`src/sv/multi_pattern_string_matcher_core_defines.svh`:
```
// assertion macros used by the matcher datapath
`ifndef MULTI_PATTERN_STRING_MATCHER_CORE_DEFINES_SVH
`define MULTI_PATTERN_STRING_MATCHER_CORE_DEFINES_SVH

// condition that holds at every edge out of reset
`define MPSM_ASSERT_ALWAYS(label, expr) \
  label: assert property (@(posedge clk) disable iff (rst) (expr)) \
    else $error("matcher invariant violated");

// condition that follows in the cycle after a trigger
`define MPSM_ASSERT_NEXT(label, ante, cons) \
  label: assert property (@(posedge clk) disable iff (rst) (ante) |=> (cons)) \
    else $error("matcher sequence violated");

`endif

```
`src/sv/mpsm_pkg.sv`:
```
package mpsm_pkg;

  // default sizes
  localparam int DEF_MAX_NODES    = 128;
  localparam int DEF_ALPHABET     = 256;
  localparam int DEF_MAX_PATTERNS = 16;
  localparam int DEF_POS_BITS     = 16;
  localparam int RESULT_CAP       = 16;

  // func codes
  localparam logic [1:0] FN_CLEAR = 2'd0;
  localparam logic [1:0] FN_PAT   = 2'd1;
  localparam logic [1:0] FN_TEXT  = 2'd2;

  // controller states, also the datapath command
  localparam int ST_W = 5;
  localparam logic [ST_W-1:0] ST_IDLE     = 5'd0;
  localparam logic [ST_W-1:0] ST_DISP     = 5'd1;
  localparam logic [ST_W-1:0] ST_CLR      = 5'd2;
  localparam logic [ST_W-1:0] ST_SWEEP    = 5'd3;
  localparam logic [ST_W-1:0] ST_P_RD     = 5'd4;
  localparam logic [ST_W-1:0] ST_P_DEC    = 5'd5;
  localparam logic [ST_W-1:0] ST_P_ACC_RD = 5'd6;
  localparam logic [ST_W-1:0] ST_P_LAST   = 5'd7;
  localparam logic [ST_W-1:0] ST_B_INIT   = 5'd8;
  localparam logic [ST_W-1:0] ST_B_RRD    = 5'd9;
  localparam logic [ST_W-1:0] ST_B_RCHK   = 5'd10;
  localparam logic [ST_W-1:0] ST_B_DEQ    = 5'd11;
  localparam logic [ST_W-1:0] ST_B_T      = 5'd12;
  localparam logic [ST_W-1:0] ST_B_CRD    = 5'd13;
  localparam logic [ST_W-1:0] ST_B_CCHK   = 5'd14;
  localparam logic [ST_W-1:0] ST_B_R      = 5'd15;
  localparam logic [ST_W-1:0] ST_B_WALK   = 5'd16;
  localparam logic [ST_W-1:0] ST_B_WCHK   = 5'd17;
  localparam logic [ST_W-1:0] ST_B_WF     = 5'd18;
  localparam logic [ST_W-1:0] ST_B_AF     = 5'd19;
  localparam logic [ST_W-1:0] ST_B_AV     = 5'd20;
  localparam logic [ST_W-1:0] ST_T_START  = 5'd21;
  localparam logic [ST_W-1:0] ST_T_GRD    = 5'd22;
  localparam logic [ST_W-1:0] ST_T_GCHK   = 5'd23;
  localparam logic [ST_W-1:0] ST_T_FL     = 5'd24;
  localparam logic [ST_W-1:0] ST_T_ARD    = 5'd25;
  localparam logic [ST_W-1:0] ST_T_UPD    = 5'd26;
  localparam logic [ST_W-1:0] ST_E_OUT    = 5'd27;

  // controller to datapath
  typedef struct packed {
    logic [ST_W-1:0] op;
    logic            take;
  } mpsm_cmd_t;

  // datapath to controller
  typedef struct packed {
    logic [1:0] func;
    logic       last;
    logic       bad_sym;
    logic       links_built;
    logic       sweep_done;
    logic       g_zero;
    logic       r_zero;
    logic       wn_zero;
    logic       ch_last;
    logic       q_empty;
    logic       pat_none;
    logic       emit_last;
    logic       out_free;
  } mpsm_sts_t;

endpackage

```
`src/sv/mpsm_ctrl.sv`:
```
module mpsm_ctrl import mpsm_pkg::*; (
  input  logic      clk,
  input  logic      rst,
  input  logic      in_valid,
  output logic      in_stall,
  input  mpsm_sts_t sts,
  output mpsm_cmd_t cmd
);

  logic [ST_W-1:0] state, state_next;

  assign in_stall = (state != ST_IDLE);
  assign cmd.op   = state;
  assign cmd.take = in_valid && (state == ST_IDLE);

  // sequencing
  always_comb begin
    state_next = state;
    case (state)
      ST_IDLE:     if (cmd.take) state_next = ST_DISP;
      ST_DISP: begin
        case (sts.func)
          FN_CLEAR: state_next = ST_CLR;
          FN_PAT:   state_next = ST_P_RD;
          FN_TEXT:  state_next = sts.links_built ? ST_T_START : ST_B_INIT;
          default:  state_next = ST_IDLE;
        endcase
      end
      ST_CLR:      state_next = ST_SWEEP;
      ST_SWEEP:    if (sts.sweep_done) state_next = ST_IDLE;
      ST_P_RD:     state_next = ST_P_DEC;
      ST_P_DEC:    state_next = sts.last ? ST_P_ACC_RD : ST_IDLE;
      ST_P_ACC_RD: state_next = ST_P_LAST;
      ST_P_LAST:   state_next = ST_IDLE;
      ST_B_INIT:   state_next = ST_B_RRD;
      ST_B_RRD:    state_next = ST_B_RCHK;
      ST_B_RCHK:   state_next = sts.ch_last ? ST_B_DEQ : ST_B_RRD;
      ST_B_DEQ:    state_next = sts.q_empty ? ST_T_START : ST_B_T;
      ST_B_T:      state_next = ST_B_CRD;
      ST_B_CRD:    state_next = ST_B_CCHK;
      ST_B_CCHK: begin
        if (!sts.g_zero) state_next = ST_B_R;
        else state_next = sts.ch_last ? ST_B_DEQ : ST_B_CRD;
      end
      ST_B_R:      state_next = ST_B_WALK;
      ST_B_WALK:   state_next = ST_B_WCHK;
      ST_B_WCHK:   state_next = (!sts.g_zero || sts.r_zero) ? ST_B_AF : ST_B_WF;
      ST_B_WF:     state_next = ST_B_WALK;
      ST_B_AF:     state_next = ST_B_AV;
      ST_B_AV:     state_next = sts.ch_last ? ST_B_DEQ : ST_B_CRD;
      ST_T_START:  state_next = sts.bad_sym ? ST_T_ARD : ST_T_GRD;
      ST_T_GRD:    state_next = ST_T_GCHK;
      ST_T_GCHK:   state_next = (!sts.g_zero || sts.wn_zero) ? ST_T_ARD : ST_T_FL;
      ST_T_FL:     state_next = ST_T_GRD;
      ST_T_ARD:    state_next = ST_T_UPD;
      ST_T_UPD: begin
        if (sts.last && !sts.pat_none) state_next = ST_E_OUT;
        else state_next = ST_IDLE;
      end
      ST_E_OUT:    if (sts.out_free && sts.emit_last) state_next = ST_IDLE;
      default:     state_next = ST_IDLE;
    endcase
  end

  // state register, reset starts the clearing pass
  always_ff @(posedge clk) begin
    if (rst) begin
      state <= ST_SWEEP;
    end else begin
      state <= state_next;
    end
  end

endmodule

```
`config.mk`:
```
export PLATFORM = sky130hd
export DESIGN_NAME = mpsm_ctrl
export DESIGN_NICKNAME = d
export VERILOG_FILES = /design/src/sv/multi_pattern_string_matcher_core_defines.svh /design/src/sv/mpsm_pkg.sv /design/src/sv/mpsm_ctrl.sv
export SDC_FILE = /design/constraint.sdc
export NUM_CORES = 1
export LEC_CHECK = 0
export BUFFER_PORTS_ARGS = -buffer_cell sky130_fd_sc_hd__buf_2
export CELL_PAD_IN_SITES_DETAIL_PLACEMENT = 0
export CELL_PAD_IN_SITES_GLOBAL_PLACEMENT = 1
export CORE_MARGIN = 1
export CORE_UTILIZATION = 30
export DETAILED_ROUTE_END_ITERATION = 10
export HOLD_SLACK_MARGIN = 0.06
export PLACE_DENSITY = 0.76
export SLEW_MARGIN = 5
export SYNTH_ARGS = -nofsm -noshare
export SYNTH_HDL_FRONTEND = slang
export SYNTH_SLANG_ARGS = --single-unit
```
`constraint.sdc`:
```
create_clock -name clk -period 1.5 [get_ports clk]
set_clock_uncertainty 0.2 [all_clocks]
set_input_delay 0.15 -clock clk [delete_from_list [all_inputs] [get_ports clk]]
set_output_delay 0.15 -clock clk [all_outputs]
set_load 0.02 [all_outputs]
```
==> flow_summary.toml <==
[sta]
tightest_slew_ns = 0.247
worst_slack_ns = -0.114
finalHoldViolations = 0
drv_slew = 0
slew-limit-headroom_pct = 83.4
rsz0062_at_grt = "yes"
min_period_ns = 1.61
fmax_ghz = 0.620
tns_ns = -0.153
finalCritPeriodShare_pct = 108
setup_violations = 4

[synthesis]
yosysWarnings = 0
postSynth.asyncResetShare_pct = 0
netlist_instances = 104
syn_area_sq_um = 711
ys.flop_type = "dfxtp_1"
synth-seq-cells = 5
ys_seq_area_share_pct = 14.1
synth_edf_count = 0
synth_fp_nets = 121
synth.distinct_cells = 39
postSynthAreaPerCell_sq_um = 6.83

[floorplanning]
io_pins = 24
dieArea_sq_um = 2570
core_region_area_sq_um = 2210
row_count = 17
chipWidth_um = 50.7
die_h_um = 50.7
start_util_pct = 32.1

[setup_path]
r2r-start = "state[2]$_SDFFE_PP0P_"
path_max_fanout = 7
cp_data_required_time_ns = 1.47
crit_chain = "and3b_4 -> nand4_2 -> o211ai_2 -> mux2_4 -> a31oi_1"
cpMaxStageDelayCell = "dfxtp_4"
ff2ff_path_depth = 5
path_depth = 5
cp-endpoint = "state[0]$_SDFFE_PP1P_"
path_buf_inv = 0
cp_top_family = "simple AND/OR/NAND/NOR gates"
max_stage_delay_ns = 0.37
cp-end-kind = "flip-flop"
startpoint = "state[2]$_SDFFE_PP0P_"
cp-start-kind = "flip-flop"
cp.arrival_ns = 1.59
reg2reg_to = "state[0]$_SDFFE_PP1P_"
critPathKind = "flip-flop to flip-flop"
rrSetupSlack_ns = -0.11

[flow_run]
maxCapViolCount = 0

[worst_hold_path]
min_from = "sts[12]"
hold_depth = 4
hp-class = "primary input to flip-flop"

[power_and_ir_drop]
p_leak_uw = 0.000495
vdd_drop_max_uv = 617
p_per_area_nw_per_um2 = 1460

[cells_and_area]
regArea_sq_um = 116
nets = 165
layout_commonest_cell = "buf_2"
antenna_cells_inserted = 0
reg_top3 = "state: 5 flops"
syn2layout_area_growth_pct = 56.0
final_cell_mix = "buf_2 (22), buf_4 (16), nor2_1 (13), nand2_1 (8), o21ai_0 (7)"
largest_register = "state"
fillers = 230
final_area_sq_um = 1110
drive_gt1_share_pct = 48.3
multiInputGateArea_sq_um = 579
largest_register_ffs = 5

[clock_tree]
numCtsBuffers = 3
htree_num_levels = 1
cts_max_path_buffers = 2
cts-root-buf = "clkbuf_4"
insertion_delay_ns = 0.26
cts.sinks = 5
cts.clk_slew.worst_paths_ns = 0.05
cts_tree = "built"

[detailed_routing]
route.detailed.drc = 0
ant_nets = 0
drt_first_iter_violations = 29
drt-pass1-iter-count = 4
wl_per_cell_um = 13.5
post_drt_via_cell_ratio = 5.34
routed_wl_um = 2360
vias = 934

[placed_design]
place_congestion = 0.905
dp_hpwl_um = 1880
io_buffer_count = 23
dpl_cell_area_sq_um = 955

[global_route]
grt_pass1_vias = 875
grt_pass1_wl_um = 3930
gr-total-overflow = 0
antenna_found_initial = 0
gr-usage-all-layers_pct = 20.6
grt_max_degree = 13

[status]
status = "finished, violations left"
violations = "setup timing"
[synthesized netlist by cell type, types with 2 or more instances]
cell type	count	area share, %
inv_1	5	2.6
dfxtp_1	5	14
o21ai_0	11	7.7
a21oi_1	4	2.8
a32o_1	2	2.8
buf_2	4	2.8
buf_6	4	6.3
nor2_1	15	7.9
a31oi_1	6	5.3
and3_1	4	3.5
a22oi_1	2	2.1
nor2b_1	3	2.6
nand2b_1	3	2.6
nand2_1	11	5.8
[where the power goes]
part / total (uW) / internal (uW) / switching (uW)
sequential: 273 / 193 / 79.7
combinational: 1180 / 568 / 610
clock: 170 / 101 / 68.4
total: 1620 / 862 / 758
[routing by layer]
layer | GRT usage (%) | vias to the layer above | share of wire, %
met2 | 32.4 | 34 | 46
met1 | 27.2 | 420 | 46
met4 | 9.72 | 0 | 3.0
met3 | 3.03 | 6 | 4.7
met5 | 0 | - | 0
li1 | - | 474 | -
[layout make-up]
cell class / instances / share of cell area [%]
Inverter: 5 / 1.69
Clock buffer: 4 / 2.37
Timing Repair Buffer: 47 / 30.0
Multi-Input combinational cell: 86 / 52.3
Sequential cell: 5 / 10.5
Tap cell: 28 / 3.16
[how the worst min path moves through the flow]
stage,end,slack (ns)
CTS,state[3]$_SDFFE_PP0P_,0.07
global route,state[3]$_SDFFE_PP0P_,0.1
detailed placement,state[2]$_SDFFE_PP0P_,0.21
floorplan,state[2]$_SDFFE_PP0P_,0.01
finish,state[3]$_SDFFE_PP0P_,0.07
global placement,state[2]$_SDFFE_PP0P_,0.21
[kinds of logic (layout without fill, tap and decap cells)]
family / Yosys count / after routing / share of synthesized area, %
buffers and inverters: 13 / 56 / 11.8
and+or+nand+nor: 48 / 48 / 36.4
AOI/OAI and AO/OA: 37 / 37 / 35.6
muxes: 1 / 1 / 2.11
DFF: 5 / 5 / 14.1
[worst register-to-register path: cells and delay by family, from the launching register on]
family	cells	cell delay, ns
DFF	1	0.37
and+or+nand+nor	2	0.40
muxes	1	0.32
AOI/OAI and AO/OA	2	0.23
[repair_timing]
action | CTS | global route
hold endpoints to repair | 3 | 0
hold buffers | 2 | 0
gates resized for setup | 13 | 17
endpoints found under the setup margin | 7 | 6
pin swaps | 8 | 4
buffers inserted | 4 | 0
[stage by stage]
step | power, uW | util, % | hold slack [ns] | cells | setup WS, ns
after detailed placement | 1230 | 43.2 | 0.206 | 166 | -0.169
final | 1620 | 50.1 | 0.0696 | 175 | -0.114
after floorplan | 929 | - | 0.0120 | 104 | -0.144
after global placement | 1240 | 43.2 | 0.208 | 166 | -0.142
after global routing | 1730 | 50.1 | 0.0982 | 175 | -0.179
after CTS | 1510 | 47.9 | 0.0680 | 175 | -0.109
Note: power is estimated with default switching activity, not from simulation.
